<file path="src/rtl/ali_pkg.sv">
// ----------------------------------------------------------------------------
// ali_pkg
// Shared types, constants and the control store for the activity level
// integrator: field widths, signal classes, register indexes, microcode.
// ----------------------------------------------------------------------------
package ali_pkg;

  // Field widths
  localparam int CLS_W   = 2;
  localparam int CONTR_W = 16;
  localparam int ELAP_W  = 32;
  localparam int LEVEL_W = 16;
  localparam int RATE_W  = 8;
  localparam int PER_W   = 16;
  localparam int MAX_W   = 8;
  localparam int CIDX_W  = 4;
  localparam int CDAT_W  = 16;
  localparam int FRAC_W  = 8;

  // Signal classes
  localparam logic [CLS_W-1:0] CLS_LOW   = 2'd0;
  localparam logic [CLS_W-1:0] CLS_HIGH  = 2'd1;
  localparam logic [CLS_W-1:0] CLS_BLINK = 2'd2;

  // Configuration register indexes
  typedef enum logic [CIDX_W-1:0] {
    CFG_RISE_RATE    = 4'd0,
    CFG_DECAY_RATE   = 4'd1,
    CFG_UPDATE_PER   = 4'd2,
    CFG_LEVEL_MAX    = 4'd3
  } cfg_idx_t;

  // Sequencer step addresses
  typedef logic [2:0] step_t;
  localparam step_t STEP_FETCH  = 3'd0;
  localparam step_t STEP_PREP   = 3'd1;
  localparam step_t STEP_SUM    = 3'd2;
  localparam step_t STEP_CHECK  = 3'd3;
  localparam step_t STEP_DIV    = 3'd4;
  localparam step_t STEP_COMMIT = 3'd5;

  // Datapath operations
  typedef enum logic [2:0] {
    OP_FETCH,
    OP_PREP,
    OP_SUM,
    OP_CHECK,
    OP_DIV_WAIT,
    OP_COMMIT
  } op_t;

  // Jump conditions
  typedef enum logic [2:0] {
    CND_NEVER,
    CND_NO_ITEM,
    CND_NO_TERM,
    CND_SAT,
    CND_DIV_BUSY,
    CND_OUT_FULL
  } cond_t;

  // One control word
  typedef struct packed {
    op_t   op;
    cond_t cond;
    step_t jmp;
    step_t nxt;
  } ucode_t;

  // Status flags from the datapath to the sequencer
  typedef struct packed {
    logic no_item;
    logic no_term;
    logic sat;
    logic div_busy;
    logic out_full;
  } status_t;

  // Control store
  function automatic ucode_t ucode_rom(input step_t pc);
    ucode_t w;
    case (pc)
      STEP_FETCH:  w = '{op: OP_FETCH,    cond: CND_NO_ITEM,  jmp: STEP_FETCH,
                         nxt: STEP_PREP};
      STEP_PREP:   w = '{op: OP_PREP,     cond: CND_NO_TERM,  jmp: STEP_COMMIT,
                         nxt: STEP_SUM};
      STEP_SUM:    w = '{op: OP_SUM,      cond: CND_NEVER,    jmp: STEP_SUM,
                         nxt: STEP_CHECK};
      STEP_CHECK:  w = '{op: OP_CHECK,    cond: CND_SAT,      jmp: STEP_COMMIT,
                         nxt: STEP_DIV};
      STEP_DIV:    w = '{op: OP_DIV_WAIT, cond: CND_DIV_BUSY, jmp: STEP_DIV,
                         nxt: STEP_COMMIT};
      STEP_COMMIT: w = '{op: OP_COMMIT,   cond: CND_OUT_FULL, jmp: STEP_COMMIT,
                         nxt: STEP_FETCH};
      default:     w = '{op: OP_FETCH,    cond: CND_NO_ITEM,  jmp: STEP_FETCH,
                         nxt: STEP_PREP};
    endcase
    return w;
  endfunction

endpackage

</file>
<file path="src/rtl/ali_ifs.sv">
// ----------------------------------------------------------------------------
// ali_ifs
// Valid/ready channels of the activity level integrator: input items,
// result items and configuration writes.
// ----------------------------------------------------------------------------
interface ali_in_if import ali_pkg::*; ();
  logic                      valid;
  logic                      ready;
  logic [CLS_W-1:0]          signal_class;
  logic signed [CONTR_W-1:0] contribution;
  logic [ELAP_W-1:0]         elapsed_ms;

  modport source (output valid, signal_class, contribution, elapsed_ms, input ready);
  modport sink   (input valid, signal_class, contribution, elapsed_ms, output ready);
endinterface

interface ali_out_if import ali_pkg::*; ();
  logic               valid;
  logic               ready;
  logic [LEVEL_W-1:0] level;

  modport source (output valid, level, input ready);
  modport sink   (input valid, level, output ready);
endinterface

interface ali_cfg_if import ali_pkg::*; ();
  logic              valid;
  logic              ready;
  logic [CIDX_W-1:0] wr_index;
  logic [CDAT_W-1:0] wr_data;

  modport source (output valid, wr_index, wr_data, input ready);
  modport sink   (input valid, wr_index, wr_data, output ready);
endinterface

</file>
<file path="src/rtl/ali_seq.sv">
// ----------------------------------------------------------------------------
// ali_seq
// Microcode sequencer: step counter, control store lookup and conditional
// jump on one datapath status flag per step.
// ----------------------------------------------------------------------------
module ali_seq import ali_pkg::*; (
  input  logic    clk,
  input  logic    rst_n,
  input  status_t sts,
  output ucode_t  uc
);

  step_t pc_r;
  step_t pc_nxt;
  logic  take_jmp;

  // Fetch the control word of the current step
  assign uc = ucode_rom(pc_r);

  // Evaluate the jump condition
  always_comb begin
    case (uc.cond)
      CND_NEVER:    take_jmp = 1'b0;
      CND_NO_ITEM:  take_jmp = sts.no_item;
      CND_NO_TERM:  take_jmp = sts.no_term;
      CND_SAT:      take_jmp = sts.sat;
      CND_DIV_BUSY: take_jmp = sts.div_busy;
      CND_OUT_FULL: take_jmp = sts.out_full;
      default:      take_jmp = 1'b0;
    endcase
  end

  assign pc_nxt = take_jmp ? uc.jmp : uc.nxt;

  // Advance the step counter
  always_ff @(posedge clk) begin
    if (!rst_n) begin
      pc_r <= STEP_FETCH;
    end else begin
      pc_r <= pc_nxt;
    end
  end

endmodule

</file>
<file path="src/rtl/ali_div.sv">
// ----------------------------------------------------------------------------
// ali_div
// Radix-2 restoring divider, 32-bit dividend by 16-bit divisor, one quotient
// bit per cycle. Quotient is taken as 16 bits; callers keep it in range.
// ----------------------------------------------------------------------------
module ali_div import ali_pkg::*; (
  input  logic              clk,
  input  logic              rst_n,
  input  logic              start,
  input  logic [31:0]       dividend,
  input  logic [PER_W-1:0]  divisor,
  output logic              busy,
  output logic [LEVEL_W-1:0] quotient,
  output logic [PER_W-1:0]  remainder
);

  logic              busy_r;
  logic [4:0]        cnt_r;
  logic [31:0]       quo_r;
  logic [PER_W-1:0]  rem_r;
  logic [PER_W-1:0]  dsr_r;
  logic [PER_W:0]    rem_sh;
  logic [PER_W+1:0]  diff;

  // Shift in the next dividend bit and trial-subtract
  assign rem_sh = {rem_r, quo_r[31]};
  assign diff   = {1'b0, rem_sh} - {2'b00, dsr_r};

  // Control: count 32 iterations
  always_ff @(posedge clk) begin
    if (!rst_n) begin
      busy_r <= 1'b0;
      cnt_r  <= '0;
    end else if (start) begin
      busy_r <= 1'b1;
      cnt_r  <= 5'd31;
    end else if (busy_r) begin
      cnt_r <= cnt_r - 5'd1;
      if (cnt_r == 5'd0) begin
        busy_r <= 1'b0;
      end
    end
  end

  // Datapath: quotient bits shift into the dividend register
  always_ff @(posedge clk) begin
    if (start) begin
      quo_r <= dividend;
      rem_r <= '0;
      dsr_r <= divisor;
    end else if (busy_r) begin
      quo_r <= {quo_r[30:0], ~diff[PER_W+1]};
      rem_r <= diff[PER_W+1] ? rem_sh[PER_W-1:0] : diff[PER_W-1:0];
    end
  end

  assign busy      = busy_r;
  assign quotient  = quo_r[LEVEL_W-1:0];
  assign remainder = rem_r;

endmodule

</file>
<file path="src/rtl/activity_level_integrator.sv">
// ----------------------------------------------------------------------------
// activity_level_integrator
// Q8.8 activity level that rises or decays at a configured rate scaled by
// elapsed time, with carried division remainders and saturation.
// ----------------------------------------------------------------------------
// An item is taken only once the previous one has been through every step:
// take the item, form the products, sum and check for saturation, wait on
// the bit-serial divider for its 32 quotient bits and capture the result,
// then update the level. Items with no rate term (blinking class, zero rate,
// zero period or zero elapsed time) go from the products straight to the
// level update, and saturated terms skip the divider. The result sits in an
// output register, so the next item is taken while it waits; a new level is
// written only once the previous one has been taken. Configuration writes
// are always accepted and must be made while idle.
// ----------------------------------------------------------------------------
module activity_level_integrator import ali_pkg::*; (
  input  logic clk,
  input  logic rst_n,
  ali_in_if.sink    in_chan,
  ali_out_if.source out_chan,
  ali_cfg_if.sink   cfg_chan
);

  // Configuration registers
  logic [RATE_W-1:0] rise_rate_r;
  logic [RATE_W-1:0] decay_rate_r;
  logic [PER_W-1:0]  period_r;
  logic [MAX_W-1:0]  max_r;

  // Persistent state
  logic [LEVEL_W-1:0] level_r;
  logic [PER_W-1:0]   rise_rem_r;
  logic [PER_W-1:0]   decay_rem_r;

  // Item and working registers
  logic [CLS_W-1:0]          cls_r;
  logic signed [CONTR_W-1:0] contrib_r;
  logic [ELAP_W-1:0]         elapsed_r;
  logic [ELAP_W+RATE_W-1:0]  prod_r;
  logic [31:0]               mp_r;
  logic [31:0]               dvd_r;
  logic                      sat_r;
  logic [LEVEL_W-1:0]        term_r;
  logic [PER_W-1:0]          rem_new_r;

  // Output register
  logic               out_valid_r;
  logic               out_valid_nxt;
  logic [LEVEL_W-1:0] out_level_r;

  // Control
  ucode_t  uc;
  status_t sts;
  logic    in_fire;
  logic    out_full;
  logic    commit;
  logic    div_start;
  logic    div_busy;
  logic [LEVEL_W-1:0] div_quo;
  logic [PER_W-1:0]   div_rem;

  // Combinational datapath
  logic [RATE_W-1:0]               rate_sel;
  logic [PER_W-1:0]                rem_sel;
  logic [LEVEL_W-1:0]              full_q;
  logic [ELAP_W+RATE_W+FRAC_W:0]   sum_w;
  logic signed [LEVEL_W+2:0]       next_w;
  logic signed [LEVEL_W+2:0]       top_w;
  logic                            floor_hit;
  logic                            ceil_hit;
  logic [LEVEL_W-1:0]              level_new;

  ali_seq u_seq (
    .clk   (clk),
    .rst_n (rst_n),
    .sts   (sts),
    .uc    (uc)
  );

  ali_div u_div (
    .clk       (clk),
    .rst_n     (rst_n),
    .start     (div_start),
    .dividend  (dvd_r),
    .divisor   (period_r),
    .busy      (div_busy),
    .quotient  (div_quo),
    .remainder (div_rem)
  );

  // Handshakes and status for the sequencer
  assign in_chan.ready  = (uc.op == OP_FETCH);
  assign in_fire        = in_chan.valid && in_chan.ready;
  assign out_full       = out_valid_r && !out_chan.ready;
  assign commit         = (uc.op == OP_COMMIT) && !out_full;
  assign div_start      = (uc.op == OP_CHECK) && !sat_r;
  assign cfg_chan.ready = 1'b1;

  assign rate_sel = (cls_r == CLS_HIGH) ? rise_rate_r : decay_rate_r;
  assign rem_sel  = (cls_r == CLS_HIGH) ? rise_rem_r : decay_rem_r;
  assign full_q   = {max_r, {FRAC_W{1'b0}}};

  assign sts.no_item  = !in_fire;
  assign sts.no_term  = (cls_r == CLS_BLINK) || (rate_sel == '0) ||
                        (period_r == '0) || (elapsed_r == '0);
  assign sts.sat      = sat_r;
  assign sts.div_busy = div_busy;
  assign sts.out_full = out_full;

  // Scaled elapsed time plus carried remainder
  assign sum_w = {1'b0, prod_r, {FRAC_W{1'b0}}} + (ELAP_W+RATE_W+FRAC_W+1)'(rem_new_r);

  // New level before clamping, and the clamp
  always_comb begin
    next_w = $signed({3'b000, level_r}) + (LEVEL_W+3)'(contrib_r);
    if (cls_r == CLS_HIGH) begin
      next_w = next_w + $signed({3'b000, term_r});
    end else begin
      next_w = next_w - $signed({3'b000, term_r});
    end
    top_w     = $signed({3'b000, full_q});
    floor_hit = (next_w <= 0);
    // Floor first: a level clamped to zero also meets a zero ceiling
    ceil_hit  = floor_hit ? (top_w == 0) : (next_w >= top_w);
    if (ceil_hit) begin
      level_new = full_q;
    end else if (floor_hit) begin
      level_new = '0;
    end else begin
      level_new = next_w[LEVEL_W-1:0];
    end
  end

  // Configuration writes
  always_ff @(posedge clk) begin
    if (!rst_n) begin
      rise_rate_r  <= '0;
      decay_rate_r <= '0;
      period_r     <= '0;
      max_r        <= '1;
    end else if (cfg_chan.valid && cfg_chan.ready) begin
      case (cfg_chan.wr_index)
        CFG_RISE_RATE:  rise_rate_r  <= cfg_chan.wr_data[RATE_W-1:0];
        CFG_DECAY_RATE: decay_rate_r <= cfg_chan.wr_data[RATE_W-1:0];
        CFG_UPDATE_PER: period_r     <= cfg_chan.wr_data[PER_W-1:0];
        CFG_LEVEL_MAX:  max_r        <= cfg_chan.wr_data[MAX_W-1:0];
        default: ;
      endcase
    end
  end

  // Working registers, driven by the current step
  always_ff @(posedge clk) begin
    case (uc.op)
      OP_FETCH: begin
        if (in_fire) begin
          cls_r     <= in_chan.signal_class;
          contrib_r <= in_chan.contribution;
          elapsed_r <= in_chan.elapsed_ms;
        end
      end
      OP_PREP: begin
        prod_r    <= (ELAP_W+RATE_W)'(elapsed_r) * (ELAP_W+RATE_W)'(rate_sel);
        mp_r      <= 32'(full_q) * 32'(period_r);
        term_r    <= '0;
        rem_new_r <= rem_sel;
      end
      OP_SUM: begin
        sat_r <= (sum_w > (ELAP_W+RATE_W+FRAC_W+1)'(mp_r));
        dvd_r <= sum_w[31:0];
      end
      OP_CHECK: begin
        if (sat_r) begin
          term_r    <= full_q;
          rem_new_r <= '0;
        end
      end
      OP_DIV_WAIT: begin
        if (!div_busy) begin
          term_r    <= div_quo;
          rem_new_r <= div_rem;
        end
      end
      default: ;
    endcase
  end

  // Commit the level and remainders
  always_ff @(posedge clk) begin
    if (!rst_n) begin
      level_r     <= '0;
      rise_rem_r  <= '0;
      decay_rem_r <= '0;
    end else if (commit) begin
      level_r <= level_new;
      if (cls_r == CLS_HIGH) begin
        rise_rem_r <= ceil_hit ? '0 : rem_new_r;
        if (floor_hit) begin
          decay_rem_r <= '0;
        end
      end else if (cls_r == CLS_BLINK) begin
        if (ceil_hit) begin
          rise_rem_r <= '0;
        end
        if (floor_hit) begin
          decay_rem_r <= '0;
        end
      end else begin
        decay_rem_r <= floor_hit ? '0 : rem_new_r;
        if (ceil_hit) begin
          rise_rem_r <= '0;
        end
      end
    end
  end

  // Output register
  always_comb begin
    if (commit) begin
      out_valid_nxt = 1'b1;
    end else if (out_chan.ready) begin
      out_valid_nxt = 1'b0;
    end else begin
      out_valid_nxt = out_valid_r;
    end
  end

  always_ff @(posedge clk) begin
    if (!rst_n) begin
      out_valid_r <= 1'b0;
    end else begin
      out_valid_r <= out_valid_nxt;
    end
  end

  always_ff @(posedge clk) begin
    if (commit) begin
      out_level_r <= level_new;
    end
  end

  assign out_chan.valid = out_valid_r;
  assign out_chan.level = out_level_r;

`ifndef ASSERT_OFF
  a_commit_to_fetch: assert property (@(posedge clk) disable iff (!rst_n)
    commit |=> (uc.op == OP_FETCH))
    else $error("sequencer did not return to fetch after commit");

  a_div_runs: assert property (@(posedge clk) disable iff (!rst_n)
    div_start |=> div_busy)
    else $error("divider did not start");

  a_rem_below_period: assert property (@(posedge clk) disable iff (!rst_n)
    ((uc.op == OP_DIV_WAIT) && !div_busy) |=> (rem_new_r < period_r))
    else $error("carried remainder not below the period");

  a_level_capped: assert property (@(posedge clk) disable iff (!rst_n)
    out_chan.valid |-> (out_chan.level <= full_q))
    else $error("level above ceiling");
`endif

endmodule

</file>
<file path="src/flat_wrapper.sv">
// flat-port wrapper written by rule: the top's interface ports become plain ports
module activity_level_integrator_flat import ali_pkg::*;
  (clk, rst_n, in_chan_valid, in_chan_signal_class, in_chan_contribution, in_chan_elapsed_ms, in_chan_ready, out_chan_valid, out_chan_level, out_chan_ready, cfg_chan_valid, cfg_chan_wr_index, cfg_chan_wr_data, cfg_chan_ready);
  ali_in_if in_chan_i ();
  ali_out_if out_chan_i ();
  ali_cfg_if cfg_chan_i ();
  input  logic clk;
  input  logic rst_n;
  input wire logic [$bits(in_chan_i.valid)-1:0] in_chan_valid;
  input wire logic [$bits(in_chan_i.signal_class)-1:0] in_chan_signal_class;
  input wire logic [$bits(in_chan_i.contribution)-1:0] in_chan_contribution;
  input wire logic [$bits(in_chan_i.elapsed_ms)-1:0] in_chan_elapsed_ms;
  output wire logic [$bits(in_chan_i.ready)-1:0] in_chan_ready;
  output wire logic [$bits(out_chan_i.valid)-1:0] out_chan_valid;
  output wire logic [$bits(out_chan_i.level)-1:0] out_chan_level;
  input wire logic [$bits(out_chan_i.ready)-1:0] out_chan_ready;
  input wire logic [$bits(cfg_chan_i.valid)-1:0] cfg_chan_valid;
  input wire logic [$bits(cfg_chan_i.wr_index)-1:0] cfg_chan_wr_index;
  input wire logic [$bits(cfg_chan_i.wr_data)-1:0] cfg_chan_wr_data;
  output wire logic [$bits(cfg_chan_i.ready)-1:0] cfg_chan_ready;
  assign in_chan_i.valid = in_chan_valid;
  assign in_chan_i.signal_class = in_chan_signal_class;
  assign in_chan_i.contribution = in_chan_contribution;
  assign in_chan_i.elapsed_ms = in_chan_elapsed_ms;
  assign in_chan_ready = in_chan_i.ready;
  assign out_chan_valid = out_chan_i.valid;
  assign out_chan_level = out_chan_i.level;
  assign out_chan_i.ready = out_chan_ready;
  assign cfg_chan_i.valid = cfg_chan_valid;
  assign cfg_chan_i.wr_index = cfg_chan_wr_index;
  assign cfg_chan_i.wr_data = cfg_chan_wr_data;
  assign cfg_chan_ready = cfg_chan_i.ready;
  activity_level_integrator u_core (.clk(clk), .rst_n(rst_n), .in_chan(in_chan_i), .out_chan(out_chan_i), .cfg_chan(cfg_chan_i));
endmodule
</file>
<file path="config.mk">
export PLATFORM = sky130hd
export DESIGN_NAME = activity_level_integrator_flat
export DESIGN_NICKNAME = d
export VERILOG_FILES = /design/src/rtl/ali_pkg.sv /design/src/rtl/ali_ifs.sv /design/src/rtl/ali_seq.sv /design/src/rtl/ali_div.sv /design/src/rtl/activity_level_integrator.sv /design/src/flat_wrapper.sv
export SDC_FILE = /design/constraint.sdc
export NUM_CORES = 2
export LEC_CHECK = 0
export BUFFER_PORTS_ARGS = -buffer_cell sky130_fd_sc_hd__buf_2
export CORE_MARGIN = 2
export CORE_UTILIZATION = 25
export CTS_BUF_LIST = sky130_fd_sc_hd__clkbuf_8
export DETAILED_ROUTE_END_ITERATION = 8
export PLACE_DENSITY = 0.46
export SLEW_MARGIN = 20
export SYNTH_ARGS = -nofsm -noshare
export SYNTH_HDL_FRONTEND = slang
export SYNTH_SLANG_ARGS = --single-unit
export TNS_END_PERCENT = 20
</file>
<file path="constraint.sdc">
create_clock -name clk -period 6 [get_ports clk]
set_clock_uncertainty 0.1 [all_clocks]
set_input_delay 0.6 -clock clk [delete_from_list [all_inputs] [get_ports clk]]
set_output_delay 0.6 -clock clk [all_outputs]
set_load 0.02 [all_outputs]
</file>
# Word level (Yosys, flattened, before mapping)
# Cells that the tools add are included.
dict set report op_classes {
  mux 32
  n_eq_ne 22
  multipliers 2
  n_addsub 6
  n_reduce_logical 29
  n_bitwise 1
  magnitude_cmp 3
}
# op n
set ops {}
lappend ops {{$mux W16} 15}
lappend ops {{$pmux W16 S3} 2}
lappend ops {{$mux W32} 2}
lappend ops {{$pmux W12 S5} 1}
lappend ops {{$add A48 B16 Y49} 1}
lappend ops {{$gt A49 B32 Y1} 1}
lappend ops {{$mul A32 B8 Y40} 1}
lappend ops {{$logic_not A16 Y1} 2}
lappend ops {{$logic_not A32 Y1} 1}
lappend ops {{$mul A8 B16 Y24} 1}
lappend ops {{$add A19 B17 Y19} 1}
lappend ops {{$ge A19 B17 Y1} 1}
lappend ops {{$le A19 B1 Y1 const B} 1}
lappend ops {{$mux W19} 1}
lappend ops {{$sub A19 B17 Y19} 1}
lappend ops {{$add A17 B16 Y18} 1}
lappend ops {{$eq A3 B2 Y1 const B} 6}
lappend ops {{$eq A3 B3 Y1 const B} 6}
lappend ops {{$sub A17 B16 Y18} 1}
lappend ops {{$reduce_and A2 Y1} 6}
lappend ops {{$mux W5} 2}
lappend ops {{$eq A3 B1 Y1 const B} 3}
lappend ops {{$eq A4 B2 Y1 const B} 2}
lappend ops {{$logic_not A8 Y1} 1}
lappend ops {{other kinds (20)} 35}
dict set report totals {
  ff_bits 357
}

# Logic depth before layout (Yosys ltp)
dict set report depth {
  word_depth 8
  ltp_mapped 30
  ltp_nobuf 29
}

# By module
# From an unflattened synthesis, not the netlist that was laid out.
dict set report hier_totals {
  hier_cells 2992
  hier_area_um2 29781.1
}
# mod area_each_um2 cells_per_inst instances seq_area_each_um2
set modules_own_cells {}
lappend modules_own_cells {activity_level_integrator 25562.0 2606 1 7637.3}
lappend modules_own_cells {ali_div 3796.1 332 1 1881.8}
lappend modules_own_cells {ali_seq 422.9 54 1 60.1}

# Worst setup path before layout
# Ideal clock, no wire load.
dict set report synth_path {
  path_kind {register to register}
  startpoint {register u_core.cls_r[1]}
  endpoint {register u_core.prod_r[39] (data pin)}
  required_time_ns 5.640
  synth_period_minus_slack_ns 6.475
  setup_slack_ns -0.475
  t_arrival_ns 6.115
  n_path_buf 4
  stages_incl_launch_ff 27
  setup_ns 0.260
  cell_sequence {edfxtp_1 nor2b_1 clkbuf_1 buf_1 nand2_1 nand2_1 clkbuf_1 nand2_1 fa_1 inv_1 fa_1 inv_1 fa_1 fa_1 inv_1 ha_1 clkbuf_1 a21oi_1 o21ai_0 a221oi_1 o21ai_0 a21oi_1 o2111a_1 a21oi_1 a211oi_1 a21oi_1 xnor2_1}
}
dict set report synth_between {
  elab_chain_cells 3
}
# element line_no
set synth_lines {}
lappend synth_lines {{start: declaration} activity_level_integrator.sv:36} ;# logic [CLS_W-1:0] cls_r;
lappend synth_lines {{start signal: assignment} activity_level_integrator.sv:157} ;# cls_r <= in_chan.signal_class;
lappend synth_lines {{$eq A2 B1 Y1} activity_level_integrator.sv:99} ;# assign rate_sel = (cls_r == CLS_HIGH) ? rise_rate_r : decay_rate_r;
lappend synth_lines {{$mux W8} activity_level_integrator.sv:99}
lappend synth_lines {{$mul A32 B8 Y40} activity_level_integrator.sv:163} ;# prod_r <= (ELAP_W+RATE_W)'(elapsed_r) * (ELAP_W+RATE_W)'(rate_sel);
lappend synth_lines {{end signal: assignment} activity_level_integrator.sv:163}
lappend synth_lines {{end: declaration} activity_level_integrator.sv:39} ;# logic [ELAP_W+RATE_W-1:0] prod_r;
# No other way between the ends.
# A chain may end at the register's enable or synchronous reset.

# Final worst setup path
dict set report layout_path {
  startpoint {register u_core.cls_r[0]}
  endpoint {register u_core.prod_r[38] (data pin)}
}
# The elaborated chain is that of the path after synthesis.

==> out/metrics.cfg <==
[synthesis]
netlist_top_cells_count = inv_1 (368), nand2_1 (320), fa_1 (268)
avgSynthCellArea_um2 = 9.97
synth-seq-area-share = 0.329
synth_edf_count = 243
synthFlopType = edfxtp_1
synth_top_area_frac = 0.251
ys_ff_latch = 357
synth_cell_types = 80
async_flop_share = 0
syn-num-nets = 3460
yosys.area.top_type = edfxtp_1
post-synth-top-count-cell = inv_1
syn_area_um2 = 29100
yosys-top-cells-area = edfxtp_1 (25%), fa_1 (18%), ha_1 (8.5%), dfxtp_1 (7.8%), inv_1 (4.7%)
syn-instance-count = 2919
yosysWarnings = 0

[placement]
dpl_worst_slack_ns = -0.289
dpl_cell_area_um2 = 32600
place_hpwl_mm = 60.9
port_buffers = 92
gp_congestion = 0.814

[final_layout]
final_area_um2 = 35700
nets = 3765
drive_above_1_share = 0.181
num_antenna_cells = 0
area_growth_syn_to_layout_pct = 22.4

[grt]
grt_start_max_net_pins = 71
grt_pass1_wl_mm = 126
antenna_found_initial = 4
grt_pass1_vias = 21900
grt_overflow = 0
grt_use_total = 0.133

[worst_setup_path]
setup.worst_path.end = u_core.prod_r[38]$_DFFE_PP_
endpoint_kind = register
cp.required_ns = 6.35
arrival_ns = 6.23
startpoint_type = register
crit_top_cell = fa_1
startpoint = u_core.cls_r[0]$_DFFE_PP_
r2r_end = u_core.prod_r[38]$_DFFE_PP_
worst_path_largest_cell_delay_ns = 0.55
cp_top_family = adder cells
path_depth = 26
worstReg2RegStart = u_core.cls_r[0]$_DFFE_PP_
critical_path_peak_fanout = 7
crit_type = register to register
slowest_stage = fa_1
r2r_slack_ns = 0.12
path_buf_inv = 6
r2r_cells = 26

[sta]
finalCritPeriodShare = 0.980
max_freq_ghz = 0.170
tightest_slew_ns = 0.974
setup_viol_count_final = 0
maxSlewHeadroom = 0.347
slew_viol_final = 0
fin_tns_setup_ns = 0
final_hold_viol_count = 0
rsz0062_at_grt = true
setup_slack_ns = 0.121
period_needed_ns = 5.88

[detailed_routing]
wl_mm = 82.3
vias = 21300
drc = 0
antenna_left = 0
firstDrtPassIters = 5
drtIter0Drc = 1043
avgViaCountPerCell = 4.44
wl_per_cell_um = 17.1

[floorplan]
die_area_um2 = 119000
fp.dieH_um = 345
ios = 94
start_util = 0.251
core_area_um2 = 116000
rows = 125
die_w_um = 345

[power_and_ir_drop]
pwr-share-comb = 0.496
p_sw_mw = 5.02
switching_share = 0.416
power_density_nw_per_um2 = 339
clkPwrFrac = 0.188
seqPwrFrac = 0.316
p_leak_nw = 15.2
intPower_mw = 7.07
peakVddDrop_mv = 0.266
fin_total_pwr_mw = 12.1

[cts]
cts_num_sinks = 357
cts_tree = built
cts_buffers = 61
cts_buffer_depth = 3
h-tree-depth = 2
cts_root_buf = clkbuf_8
insertion_delay_ns = 0.73
clkTransAtPathRegs_ns = 0.06

[min_path]
min_path_type = input port to register

[outcome]
outcome = finished clean

[flow_run]
max_cap_violations = 0

per-stage QoR:
| stage | hold WS, ns | util | std cells |
|---|---|---|---|
| global placement | 0.350 | 0.281 | 4597 |
| CTS | 0.0105 | 0.298 | 4774 |
| global route | 0.0516 | 0.308 | 4801 |
| finish | 0.0877 | 0.308 | 4801 |
| detailed placement | 0.353 | 0.281 | 4597 |
| floorplan | 0.306 | - | 2919 |
cells in the final DEF (no fill, tap or decap), types with 11 or more instances in the layout:
cell type and n:
dlygate4sd3_1 53, mux2_2 36, and2_1 195, nor3_1 29, buf_2 92, fa_1 256
edfxtp_1 243, dfxtp_1 112, nand4_1 26, buf_12 22, a211oi_1 27, nor2_1 189
fa_2 12, mux2i_1 70, nor2b_1 21, a21o_1 29, a22o_1 42, and2_4 14
xor2_1 42, nand2b_1 14, o21a_1 25, ha_1 178, a21oi_1 89, buf_4 174
clkbuf_8 70, nor4_1 22, nand2_1 297, ha_4 19, o21ai_0 63, and3_1 23
xnor2_1 86, o21ai_1 11, inv_1 384, inv_2 13, o21bai_1 15, nand3_1 35
how the worst min path moves through the flow:
stage	startpoint	end	slack (ns)	cells past startpoint
finish	out_chan_ready	u_core.out_chan.valid$_SDFFE_PN0P_	0.09	3
global route	out_chan_ready	u_core.out_chan.valid$_SDFFE_PN0P_	0.05	3
CTS	cfg_chan_wr_data[9]	u_core.period_r[9]$_SDFFE_PN0P_	0.01	3
detailed placement	u_core.decay_rem_r[15]$_SDFFE_PN0P_	u_core.decay_rem_r[15]$_SDFFE_PN0P_	0.35	1
global placement	u_core.level_r[0]$_SDFFE_PN0P_	u_core.level_r[0]$_SDFFE_PN0P_	0.35	2
floorplan	u_core.period_r[10]$_SDFFE_PN0P_	u_core.u_div.dsr_r[10]$_DFFE_PP_	0.31	0
power by group through the flow:
| stage | Sequential (mW) | Clock [mW] | Combinational (mW) |
|---|---|---|---|
| after floorplan | 3.64 | 0 | 3.71 |
| after global placement | 3.86 | 0 | 5.84 |
| after detailed placement | 3.86 | 0 | 5.82 |
| after CTS | 3.81 | 2.36 | 5.94 |
| after global routing | 3.88 | 2.46 | 6.64 |
| final | 3.82 | 2.27 | 6.00 |
layout make-up:
cell class              count  area [µm²]
clock buffers              70         963
clock inverters            46         275
fillers                 12100       80200
inverters                 370        1390
multi-input cells        2075       18400
flip-flops and latches    357        9580
well taps                1524        1910
repair buffers            359        3090
worst reg2reg max path, cell delays in order (launching register included):
cell and delay, ns:
edfxtp_1 0.45, nor2b_4 0.18, buf_12 0.14, nand2_4 0.07, nand2_4 0.07, buf_12 0.13, clkbuf_16 0.15, and2_1 0.17
fa_1 0.53, inv_1 0.07, fa_1 0.55, fa_1 0.43, fa_1 0.50, inv_1 0.07, ha_4 0.28, nand2_2 0.06
nor2_4 0.12, nand4_1 0.12, a21oi_2 0.24, o21bai_1 0.09, buf_4 0.15, o221a_4 0.26, a211oi_4 0.24, a211oi_2 0.12
o21bai_1 0.15, a21oi_1 0.09, xnor2_1 0.13
timing repair:
| item | CTS | global route |
|---|---|---|
| pin swaps | 12 | 113 |
| setup endpoints to repair | 37 | 78 |
| gates cloned | 1 | 13 |
| endpoints found under the hold margin | 53 | 0 |
| buffers inserted | 7 | 15 |
| gates resized for setup | 19 | 153 |
| hold buffers | 53 | 0 |
cell families (layout without fill, tap and decap cells):
family / after synthesis / after routing / share of synthesized area
multiplexers: 107 / 107 / 0.0385
adder cells (fa/ha/maj): 466 / 466 / 0.269
XOR/XNOR: 129 / 129 / 0.0394
AND/OR/NAND/NOR: 945 / 945 / 0.159
AO/OA/AOI/OAI: 427 / 427 / 0.101
other: 1 / 1 / 0.000129
buffers and inverters: 487 / 845 / 0.0637
flip-flops: 357 / 357 / 0.329
registers in the layout (all words and copies together), names as in the netlist, 24 cells and up:
register / flops
u_core.prod_r: 40
u_core.u_div.quo_r: 32
u_core.mp_r: 24
u_core.elapsed_r: 32
u_core.dvd_r: 32
per-layer routing:
metal  up-vias  global-route usage  share of wire
met5         -                   0       0.000085
met4         2              0.0346          0.024
met3       128              0.0230          0.047
met2       402               0.209           0.44
met1     10400               0.189           0.49
li1      10400                   -              -
(Power assumes the default switching activity.)
